===== config.mk =====
export PLATFORM = sky130hd
export DESIGN_NAME = armw_ctrl
export DESIGN_NICKNAME = d
export VERILOG_FILES = /design/src/armw_pkg.sv /design/src/armw_ctrl.sv
export SDC_FILE = /design/constraint.sdc
export NUM_CORES = 1
export LEC_CHECK = 0
export ABC_AREA = 1
export BUFFER_PORTS_ARGS = -buffer_cell sky130_fd_sc_hd__buf_2
export CORE_AREA = 2 2 39 41
export CTS_CLUSTER_DIAMETER = 40
export DETAILED_ROUTE_END_ITERATION = 10
export DIE_AREA = 0 0 41 43
export GPL_TIMING_DRIVEN = 1
export PLACE_DENSITY = 0.45
export SYNTH_ARGS = -nofsm -noshare
export SYNTH_HDL_FRONTEND = slang
export SYNTH_SLANG_ARGS = --single-unit

===== constraint.sdc =====
create_clock -name clk -period 1.2 [get_ports clk]
set_input_delay 0.36 -clock clk [delete_from_list [all_inputs] [get_ports clk]]
set_output_delay 0.36 -clock clk [all_outputs]
set_load 0.005 [all_outputs]

===== src/armw_pkg.sv =====
// ----------------------------------------------------------------------------
// armw_pkg: shared definitions for the atomic read-modify-write unit
// Store geometry, action codes, controller states and the command and status
// groups between the controller and the datapath.
// ----------------------------------------------------------------------------
package armw_pkg;

	// Word store geometry. The request index is 10 bits wide, so the store
	// holds at most 1024 words.
	localparam int WORD_COUNT = 1024;
	localparam int IDX_W      = $clog2(WORD_COUNT);
	localparam int WORD_W     = 32;
	localparam int PAIR_W     = 2 * WORD_W;

	// Action codes carried in the request.
	localparam logic [2:0] ACT_LOAD = 3'd0;
	localparam logic [2:0] ACT_SWAP = 3'd1;
	localparam logic [2:0] ACT_ADD  = 3'd2;
	localparam logic [2:0] ACT_AND  = 3'd3;
	localparam logic [2:0] ACT_OR   = 3'd4;
	localparam logic [2:0] ACT_CAS  = 3'd5;

	// Controller states.
	typedef enum logic [3:0] {
		ST_CLEAR,
		ST_IDLE,
		ST_READ_HI,
		ST_READ_LO,
		ST_CAPTURE,
		ST_EXEC,
		ST_WRITE_HI,
		ST_WRITE_LO,
		ST_RESPOND
	} state_t;

	// Commands from the controller to the datapath.
	typedef struct packed {
		logic clear_we;   // write zero at the clearing counter
		logic load_req;   // latch the incoming request
		logic read_lo;    // read at the low word index instead of the high one
		logic cap_hi;     // capture read data as the high (or only) word
		logic cap_lo;     // capture read data as the low word
		logic exec;       // compute and register the new value
		logic wr_hi;      // write the high (or only) word
		logic wr_lo;      // write the low word
		logic load_out;   // move the result into the output register
	} cmd_t;

	// Status from the datapath to the controller.
	typedef struct packed {
		logic clear_done; // clearing counter is at the last word
		logic wide;       // latched request is a word pair
		logic out_full;   // output register holds a result not yet taken
	} sts_t;

endpackage


===== src/armw_ctrl.sv =====
// ----------------------------------------------------------------------------
// armw_ctrl: sequencer for the atomic read-modify-write unit
// Clears the store after reset, then steps each request through read,
// compute, write back and respond.
// ----------------------------------------------------------------------------
module armw_ctrl (
	input  logic            clk,
	input  logic            arst_n,
	input  logic            s_tvalid,
	output logic            s_tready,
	input  armw_pkg::sts_t  sts,
	output armw_pkg::cmd_t  cmd
);

	armw_pkg::state_t state_q;
	armw_pkg::state_t state_d;

	// State register.
	always_ff @(posedge clk or negedge arst_n) begin
		if (!arst_n) begin
			state_q <= armw_pkg::ST_CLEAR;
		end else begin
			state_q <= state_d;
		end
	end

	// Next state.
	always_comb begin
		state_d = state_q;
		case (state_q)
			armw_pkg::ST_CLEAR: begin
				if (sts.clear_done) begin
					state_d = armw_pkg::ST_IDLE;
				end
			end
			armw_pkg::ST_IDLE: begin
				if (s_tvalid) begin
					state_d = armw_pkg::ST_READ_HI;
				end
			end
			armw_pkg::ST_READ_HI:  state_d = armw_pkg::ST_READ_LO;
			armw_pkg::ST_READ_LO:  state_d = armw_pkg::ST_CAPTURE;
			armw_pkg::ST_CAPTURE:  state_d = armw_pkg::ST_EXEC;
			armw_pkg::ST_EXEC:     state_d = armw_pkg::ST_WRITE_HI;
			armw_pkg::ST_WRITE_HI: begin
				state_d = sts.wide ? armw_pkg::ST_WRITE_LO : armw_pkg::ST_RESPOND;
			end
			armw_pkg::ST_WRITE_LO: state_d = armw_pkg::ST_RESPOND;
			armw_pkg::ST_RESPOND: begin
				if (!sts.out_full) begin
					state_d = armw_pkg::ST_IDLE;
				end
			end
			default:               state_d = armw_pkg::ST_IDLE;
		endcase
	end

	// Outputs.
	always_comb begin
		cmd      = '0;
		s_tready = 1'b0;
		case (state_q)
			armw_pkg::ST_CLEAR:    cmd.clear_we = 1'b1;
			armw_pkg::ST_IDLE: begin
				s_tready     = 1'b1;
				cmd.load_req = s_tvalid;
			end
			armw_pkg::ST_READ_HI:  cmd.read_lo = 1'b0;
			armw_pkg::ST_READ_LO: begin
				cmd.read_lo = 1'b1;
				cmd.cap_hi  = 1'b1;
			end
			armw_pkg::ST_CAPTURE:  cmd.cap_lo = 1'b1;
			armw_pkg::ST_EXEC:     cmd.exec = 1'b1;
			armw_pkg::ST_WRITE_HI: cmd.wr_hi = 1'b1;
			armw_pkg::ST_WRITE_LO: cmd.wr_lo = 1'b1;
			armw_pkg::ST_RESPOND:  cmd.load_out = ~sts.out_full;
			default:               cmd = '0;
		endcase
	end

endmodule


==> run metrics, run 1 <==
Worst Path Buf+Inv=2; Adder-Cell Fraction of Synth Area=0%; Comb pwr share=70.4%; biggest regs=state_q: 4 flops; final period utilization=127%; clock-pin slew on the worst setup and hold paths=0.04 ns; VDD IR max=0.000820 V; final wirelength=1020 um; FF-to-FF setup slack=-0.12 ns; register area share after synthesis=31.7%; combinational family with the most area after synthesis=simple AND/OR/NAND/NOR gates; vias per inst=4.23; unrepaired setup endpoints after global routing=true; Filler cells=146; fin area=637 um^2; Yosys reg bits=4; Chip Height=43 um; Slew HR=87.0%; post-DP HPWL=646 um; met1 WL=414 um; first-pass GRT wire length=1610 um; RePlAce Congestion=0.723; DR vias=436; compound-gate portion of the synthesized area=2.38%; Iteration-0 DRC Markers=8; clock share of power=10.8%; met2 WL=566 um; drt wl/cell=9.87 um; critical path startpoint category=flop; dpl cell area=463 um^2; PD cells=2430 nW/um^2; total global routing overflow=0; CP endpoint kind=output port; Critical Path RT=0.84 ns; Critical R2R Capture=state_q[0]$_DFFE_PN0P_; Slew @ Worst Pin=0.195 ns; worst reg2reg path depth=9; Die W=41 um; cell depth of the worst hold path=4; Synthesis Warnings=0; # IOs=16; min cycle time layout=1.53 ns; cell depth of the worst setup path=3; share of cells above drive strength 1=60.9%; XOR/XNOR share of the synthesized area=0%; mapped cell area=315 um^2; Int Power=886 uW; core area=1380 um^2; failing checks=setup timing; mux cell area share after synthesis=0%; Switching Power=662 uW; Achievable Freq=655 MHz; final hold viol count=0; Worst Hold End=state_q[0]$_DFFE_PN0P_; crit-path max FO=4; met3 WL=36 um; Clk Latency, worst-skew pair=0.23 ns; Initial Util=22.8%; Residual DRC=0; Simple-Gate Fraction of Synth Area=46.8%; total clock sinks=4; H-tree depth=1; status=complete, but fails checks; total CTS buffers=3; Pins Over Slew Limit=0; clock root cell=clkbuf_4; Cells after Synth=53; total power=1550 uW; antenna violations before repair=0; maxcap violations=0; DR pass1 iterations=3; CP arrival=1.17 ns; largest net degree at the start of global routing=7; worst-path cell chain=buf_4, nor4_2, buf_2; Min-Delay Startpoint=s_tvalid; DR top layer=met3; max FFs per register=4; worst r2r src=state_q[2]$_DFFE_PN0P_; Worst path slowest cell=dfrtp_2; HP Class=primary input to flop; n_diodes=0; syn_area_per_cell=5.95 um^2; vias in the first global route=403; nets=95; antenna-violating nets left=0; Biggest register=state_q; Net Count, Synth=59; # setup viols final=13; critical path class=flop to output port; Area growth syn-to-layout=102%; Lkg Pwr=0.000378 uW; cell row count=14; Port Buffers=15; GRT Overall Usage=14.3%; setup ws final=-0.327 ns; Final Skew=0.00263 ns; Netlist cell types=12; Sw Ratio=42.7%; Seq pwr share=18.8%; Clock Path Buffers=2; CP delay by family, top=flip-flops; Die ar.=1760 um^2; delay of the slowest critical-path stage=0.44 ns; CTS tree=yes
==> through the flow <==
stage	std cells	utilization, %	setup TNS, ns	setup WS (ns)	hold WS [ns]
finish	103	46.0	-3.18	-0.327	0.397
global route	103	46.0	-4.24	-0.392	0.410
CTS	100	42.9	-2.91	-0.318	0.393
detailed placement	90	33.5	-0.865	-0.139	0.167
global placement	90	33.5	-1.10	-0.157	0.168
floorplan	53	-	0	0.0123	0.0644
==> power groups by stage <==
| stage | Combinational [uW] | Clock [uW] | Sequential [uW] |
|---|---|---|---|
| floorplan | 422 | 0 | 264 |
| global placement | 752 | 0 | 267 |
| detailed placement | 737 | 0 | 264 |
| CTS | 994 | 175 | 271 |
| global route | 1210 | 195 | 300 |
| finish | 1090 | 167 | 290 |
==> routing by layer <==
| layer | global-route usage, % | up-vias |
|---|---|---|
| met5 | 0 | - |
| met4 | 8.00 | 0 |
| met3 | 6.28 | 0 |
| met2 | 23.4 | 9 |
| met1 | 14.0 | 200 |
| li1 | - | 227 |
==> kinds of logic (layout without fill, tap and decap cells) <==
group,count (synthesis),in the layout
compound gates,1,1
buf+inv,15,49
flops,4,4
simple gates,33,33
==> tightest hold or removal path, cell delays in order <==
cell	delay, ns
buf_2	0.11
nor2_4	0.04
inv_1	0.04
nand2_1	0.04
==> how the worst max path moves through the flow <==
| stage | startpoint | end | slack, ns |
|---|---|---|---|
| CTS | state_q[2]$_DFFE_PN0P_ | cmd[7] | -0.32 |
| floorplan | state_q[1]$_DFFE_PN0P_ | cmd[0] | 0.01 |
| detailed placement | state_q[3]$_DFFE_PN0P_ | cmd[2] | -0.14 |
| global placement | state_q[3]$_DFFE_PN0P_ | cmd[1] | -0.16 |
| global route | state_q[2]$_DFFE_PN0P_ | cmd[7] | -0.39 |
| finish | state_q[3]$_DFFE_PN0P_ | cmd[8] | -0.33 |
==> cell usage after synthesis <==
cell type	count	area, um^2
buf_4	1	7.51
dfrtp_1	4	100
inv_1	14	52.6
nand2_1	10	37.5
nand2_2	1	6.26
nand3_1	5	25.0
nand4_1	1	6.26
nor2_1	10	37.5
nor2_2	3	18.8
nor3_1	2	10.0
nor4_1	1	6.26
o211ai_1	1	7.51
==> cell type report <==
class,count,area [um^2],area share (%)
clock buffers,3,22.5,3.54
repair buffers,32,219,34.4
flip-flops and latches,4,104,16.3
well taps,16,20.0,3.14
multi-input cells,34,219,34.4
inverters,14,52.6,8.25
==> repair_timing <==
action / CTS / global route
gates resized for setup: 15 / 5
buffers inserted: 6 / 3
endpoints found under the hold margin: 4 / 0
pin swaps: 8 / 4
hold buffers: 1 / 0
setup endpoints to repair: 12 / 13
==> placed cells by master (no fill, tap or decap), drive strengths merged <==
master	Yosys	final
buf	1	31
clkbuf	0	3
dfrtp	4	4
dlygate4sd3	0	1
inv	14	14
nand2	11	11
nand3	5	5
nand4	1	1
nor2	13	13
nor3	2	2
nor4	1	1
o211ai	1	1
Note: power is estimated with default switching activity, not from simulation.
==> run 2, diff against run 1 <==
--- a/config.mk
+++ b/config.mk
@@ -5,14 +5,13 @@
 export SDC_FILE = /design/constraint.sdc
 export NUM_CORES = 1
 export LEC_CHECK = 0
-export ABC_AREA = 1
 export BUFFER_PORTS_ARGS = -buffer_cell sky130_fd_sc_hd__buf_2
 export CORE_AREA = 2 2 39 41
 export CTS_CLUSTER_DIAMETER = 40
 export DETAILED_ROUTE_END_ITERATION = 10
 export DIE_AREA = 0 0 41 43
 export GPL_TIMING_DRIVEN = 1
-export PLACE_DENSITY = 0.45
+export PLACE_DENSITY = 0.47
 export SYNTH_ARGS = -nofsm -noshare
 export SYNTH_HDL_FRONTEND = slang
 export SYNTH_SLANG_ARGS = --single-unit
==> run metrics, run 2 <==
Worst setup endpoint=cmd[7]; mux cell area share after synthesis=4.41%; cell row count=14; Critical Path RT=0.84 ns; compound-gate portion of the synthesized area=8.82%; Critical R2R Capture=state_q[0]$_DFFE_PN0P_; Post-synth EDFFs=0; failing checks=setup timing; antenna violations before repair=0; Synth top cells by count=nor3_1, dfrtp_1; top_reg_cell synth=dfrtp_1; CP arrival=1.22 ns; total global routing overflow=0; Area growth syn-to-layout=86.4%; # setup viols final=13; placed insts=77; Yosys reg bits=4; setup ws final=-0.378 ns; total CTS buffers=3; Chip Height=43 um; VDD IR max=0.000896 V; Lkg Pwr=0.000299 uW; Netlist cell types=25; nets=76; CP endpoint kind=output port; Adder-Cell Fraction of Synth Area=0%; biggest regs=state_q: 4 flops; post-synth top area share=29.4%; Simple-Gate Fraction of Synth Area=43.4%; Cells after Synth=40; Synth area leaders=dfrtp_1, nor3_1, buf_6, mux2_4, nand2b_4; Clk Latency, worst-skew pair=0.23 ns; GRT Overall Usage=14.5%; clock root cell=clkbuf_4; Post-synth ARST share=100%; most frequent cell after synthesis=nor3_1; Post-Layout Cell Count=84; dpl cell area=520 um^2; drt wl/cell=11.0 um; mapped cell area=340 um^2; share of cells above drive strength 1=72.1%; register area share after synthesis=29.4%; status=complete, but fails checks; Slew HR=82.4%; DR pass1 iterations=2; RePlAce Congestion=0.753; fin area=634 um^2; n_diodes=0; Critical Path Start=state_q[2]$_DFFE_PN0P_; CTS tree=yes; vias in the first global route=392; Die ar.=1760 um^2; clock-pin slew on the worst setup and hold paths=0.03 ns; max FFs per register=4; global routing's busiest layer=met2; most frequent cells in the layout=buf_2, buf_4, buf_6, dfrtp_2, clkbuf_4; Synthesis Warnings=0; critical path startpoint category=flop; Port Buffers=15; first-pass GRT wire length=1610 um; Residual DRC=0; DR vias=385; syn_area_per_cell=8.51 um^2; Filler cells=142; Iteration-0 DRC Markers=2; final hold viol count=0; maxcap violations=0; final wirelength=927 um; PD cells=2380 nW/um^2; most common cell after layout, fill and taps aside=buf_2; largest net degree at the start of global routing=8; Net Count, Synth=46; antenna-violating nets left=0; HP Class=primary input to flop; Hold WS=0.440 ns; crit-path max FO=5; unrepaired setup endpoints after global routing=true; post-DP HPWL=700 um; XOR/XNOR share of the synthesized area=0%; GR Util met1=15.4%; Clock Path Buffers=2; Slew @ Worst Pin=0.262 ns; vias per inst=4.58; Final Skew=0.00187 ns; worst reg2reg path depth=4; FF-to-FF setup slack=-0.16 ns; final core utilization=45.8%; met2 usage=22.8%; min cycle time layout=1.58 ns; critical path class=flop to output port; GR Util met3=3.14%; core area=1380 um^2; Pins Over Slew Limit=0; Achievable Freq=634 MHz; Initial Util=24.6%; Die W=41 um; Biggest register=state_q; # IOs=16; Yosys top cell by area=dfrtp_1; worst r2r src=state_q[3]$_DFFE_PN0P_; H-tree depth=1; combinational family with the most area after synthesis=simple AND/OR/NAND/NOR gates; total clock sinks=4; final period utilization=131%
-- run 2: worst max-delay path, cell delays in order, from the launching register on --
cell and delay, ns:
dfrtp_2 0.45, buf_12 0.15, nor3_4 0.15, and2_1 0.13, buf_2 0.10
-- run 2: layer usage --
| metal | vias to the layer above | routed length, um |
|---|---|---|
| li1 | 200 | - |
| met3 | 4 | 28 |
| met5 | - | 0 |
| met2 | 10 | 492 |
| met1 | 171 | 369 |
| met4 | 0 | 36 |
-- run 2: cell type report --
| class | instances | area (um^2) | area share, % |
|---|---|---|---|
| Tap cell | 16 | 20.0 | 3.16 |
| Clock buffer | 3 | 22.5 | 3.55 |
| Inverter | 2 | 7.51 | 1.18 |
| Sequential cell | 4 | 105 | 16.6 |
| Timing Repair Buffer | 30 | 221 | 34.9 |
| Multi-Input combinational cell | 29 | 258 | 40.6 |
-- run 2: kinds of logic after synthesis --
logic type      Yosys count
simple gates             23
buf+inv                   7
compound gates            5
flops                     4
mux                       1
-- run 2: what timing repair did --
item	in CTS	in global routing
setup buffers	3	1
pin swaps	4	2
resized for setup	9	7
setup endpoints to repair	13	14
hold endpoints to repair	4	0
cloned	0	0
hold buffers	1	0
-- run 2: power by group --
group          switching (uW)  internal [uW]
Clock                    48.5            111
Sequential                125            205
Combinational             423            599
Total                     596            916
-- run 2: worst min-delay path by stage --
stage / start / to / slack, ns / cells after the start
6_report: s_tvalid / state_q[0]$_DFFE_PN0P_ / 0.44 / 3
3_3_place_gp: arst_n / state_q[2]$_DFFE_PN0P_ / 0.17 / 1
4_1_cts: s_tvalid / state_q[0]$_DFFE_PN0P_ / 0.42 / 3
3_5_place_dp: arst_n / state_q[2]$_DFFE_PN0P_ / 0.17 / 1
5_1_grt: s_tvalid / state_q[0]$_DFFE_PN0P_ / 0.46 / 3
2_1_floorplan: arst_n / state_q[0]$_DFFE_PN0P_ / 0.06 / 0
-- run 2: through the flow --
| step | total power, uW | TNS (ns) | setup WS [ns] |
|---|---|---|---|
| after global placement | 1120 | -1.25 | -0.218 |
| final | 1510 | -3.49 | -0.378 |
| after detailed placement | 1130 | -1.43 | -0.208 |
| after global routing | 1630 | -4.35 | -0.471 |
| after CTS | 1450 | -3.76 | -0.397 |
| after floorplan | 797 | -0.233 | -0.0720 |
==> run 3, diff against run 2 <==
--- a/config.mk
+++ b/config.mk
@@ -11,7 +11,8 @@
 export DETAILED_ROUTE_END_ITERATION = 10
 export DIE_AREA = 0 0 41 43
 export GPL_TIMING_DRIVEN = 1
-export PLACE_DENSITY = 0.47
+export PLACE_DENSITY_LB_ADDON = 0.1
+export SKIP_LAST_GASP = 1
 export SYNTH_ARGS = -nofsm -noshare
 export SYNTH_HDL_FRONTEND = slang
 export SYNTH_SLANG_ARGS = --single-unit
==> run metrics, run 3 (synthesized netlist as in run 2, its figures left out) <==
delay of the slowest critical-path stage=0.45 ns; most frequent cells in the layout=buf_2, buf_4, buf_6; clock root cell=clkbuf_4; Lkg Pwr=0.000328 uW; Critical Path Start=state_q[1]$_DFFE_PN0P_; status=complete, but fails checks; total clock sinks=4; Die ar.=1760 um^2; most common cell after layout, fill and taps aside=buf_2; Critical Path RT=0.84 ns; Chip Height=43 um; crit-path max FO=5; critical path startpoint category=flop; # IOs=16; cell row count=14; Hold WS=0.424 ns; Achievable Freq=625 MHz; CP endpoint kind=output port; Slew @ Worst Pin=0.281 ns; vias in the first global route=403; Biggest register=state_q; # setup viols final=14; Fin Setup TNS=-4.12 ns; CP delay by family, top=flip-flops; min cycle time layout=1.60 ns; dpl cell area=515 um^2; H-tree depth=1; vias per inst=4.76; worst r2r src=state_q[0]$_DFFE_PN0P_; PD cells=2590 nW/um^2; Clk Latency, worst-skew pair=0.24 ns; post-DP HPWL=758 um; worst-path cell chain=buf_4, buf_6, nor3_2, buf_2; max FFs per register=4; worst reg2reg path depth=5; cell depth of the worst setup path=4; DR vias=414; total global routing overflow=0; Residual DRC=0; CTS tree=yes; Worst Path Buf+Inv=3; Worst setup endpoint=cmd[4]; biggest regs=state_q: 4 flops; drt wl/cell=13.2 um; GRT Overall Usage=15.0%; total power=1810 uW; core area=1380 um^2; largest net degree at the start of global routing=9; Critical R2R Capture=state_q[0]$_DFFE_PN0P_; placed insts=73; Final Skew=0.00116 ns; Pins Over Slew Limit=0; n_diodes=0; antenna-violating nets left=0; Initial Util=24.6%; HP Class=primary input to flop; maxcap violations=0; Worst path slowest cell=dfrtp_2; RePlAce Congestion=0.701; final period utilization=133%; CP arrival=1.24 ns; FF-to-FF setup slack=-0.25 ns; unrepaired setup endpoints after global routing=true; Min-Delay Startpoint=s_tvalid; total CTS buffers=3; clock-pin slew on the worst setup and hold paths=0.04 ns; final hold viol count=0; critical path class=flop to output port; setup ws final=-0.401 ns; Post-Layout Cell Count=87; share of cells above drive strength 1=77.5%; Die W=41 um; DR pass1 iterations=5; fin area=701 um^2; first-pass GRT wire length=1700 um; failing checks=setup timing; nets=79; final wirelength=1150 um; antenna violations before repair=0; Clock Path Buffers=2; Port Buffers=15; Area growth syn-to-layout=106%; VDD IR max=0.000888 V; Iteration-0 DRC Markers=11; Slew HR=81.1%
run 3: per-stage QoR:
stage | setup WS, ns | utilization [%]
after global placement | -0.182 | 37.3
final | -0.401 | 50.6
after detailed placement | -0.215 | 37.3
after floorplan | -0.0720 | -
after global routing | -0.491 | 50.6
after CTS | -0.419 | 47.2
run 3: worst min-delay path by stage:
stage                             end  slack, ns  depth (start not counted)
6_report       state_q[0]$_DFFE_PN0P_       0.42                          3
5_1_grt        state_q[0]$_DFFE_PN0P_       0.45                          3
4_1_cts        state_q[0]$_DFFE_PN0P_       0.42                          3
3_5_place_dp   state_q[3]$_DFFE_PN0P_       0.17                          1
3_3_place_gp   state_q[2]$_DFFE_PN0P_       0.17                          1
2_1_floorplan  state_q[0]$_DFFE_PN0P_       0.06                          0
run 3: power breakdown:
part,switching (uW),internal (uW),total [uW]
combinational,547,788,1340
sequential,104,203,307
clock,57.7,112,170
run 3: final cells by class:
type / instances / area (um^2)
Inverter: 2 / 7.51
Timing Repair Buffer: 33 / 269
Tap cell: 16 / 20.0
Clock buffer: 3 / 22.5
Fill cell: 139 / 683
Multi-Input combinational cell: 29 / 278
Sequential cell: 4 / 104
run 3: timing repair:
action                     4_1_cts  5_1_grt
gates resized for setup         12        9
pin swaps                        2        1
setup buffers                    7        3
hold endpoints to repair         4        0
cloned                           0        0
hold buffers                     1        0
setup endpoints to repair       12       14
run 3: tightest hold or removal path, cell delays in order:
cell	delay (ns)
buf_2	0.10
or4_1	0.10
o31ai_1	0.06
run 3: routing by layer:
metal	share of wire (%)	vias up	global-route usage, %
met5	0	-	0
met4	1.0	0	10.0
met3	5.1	2	3.14
met2	59	14	24.7
met1	35	197	16.0
li1	-	201	-
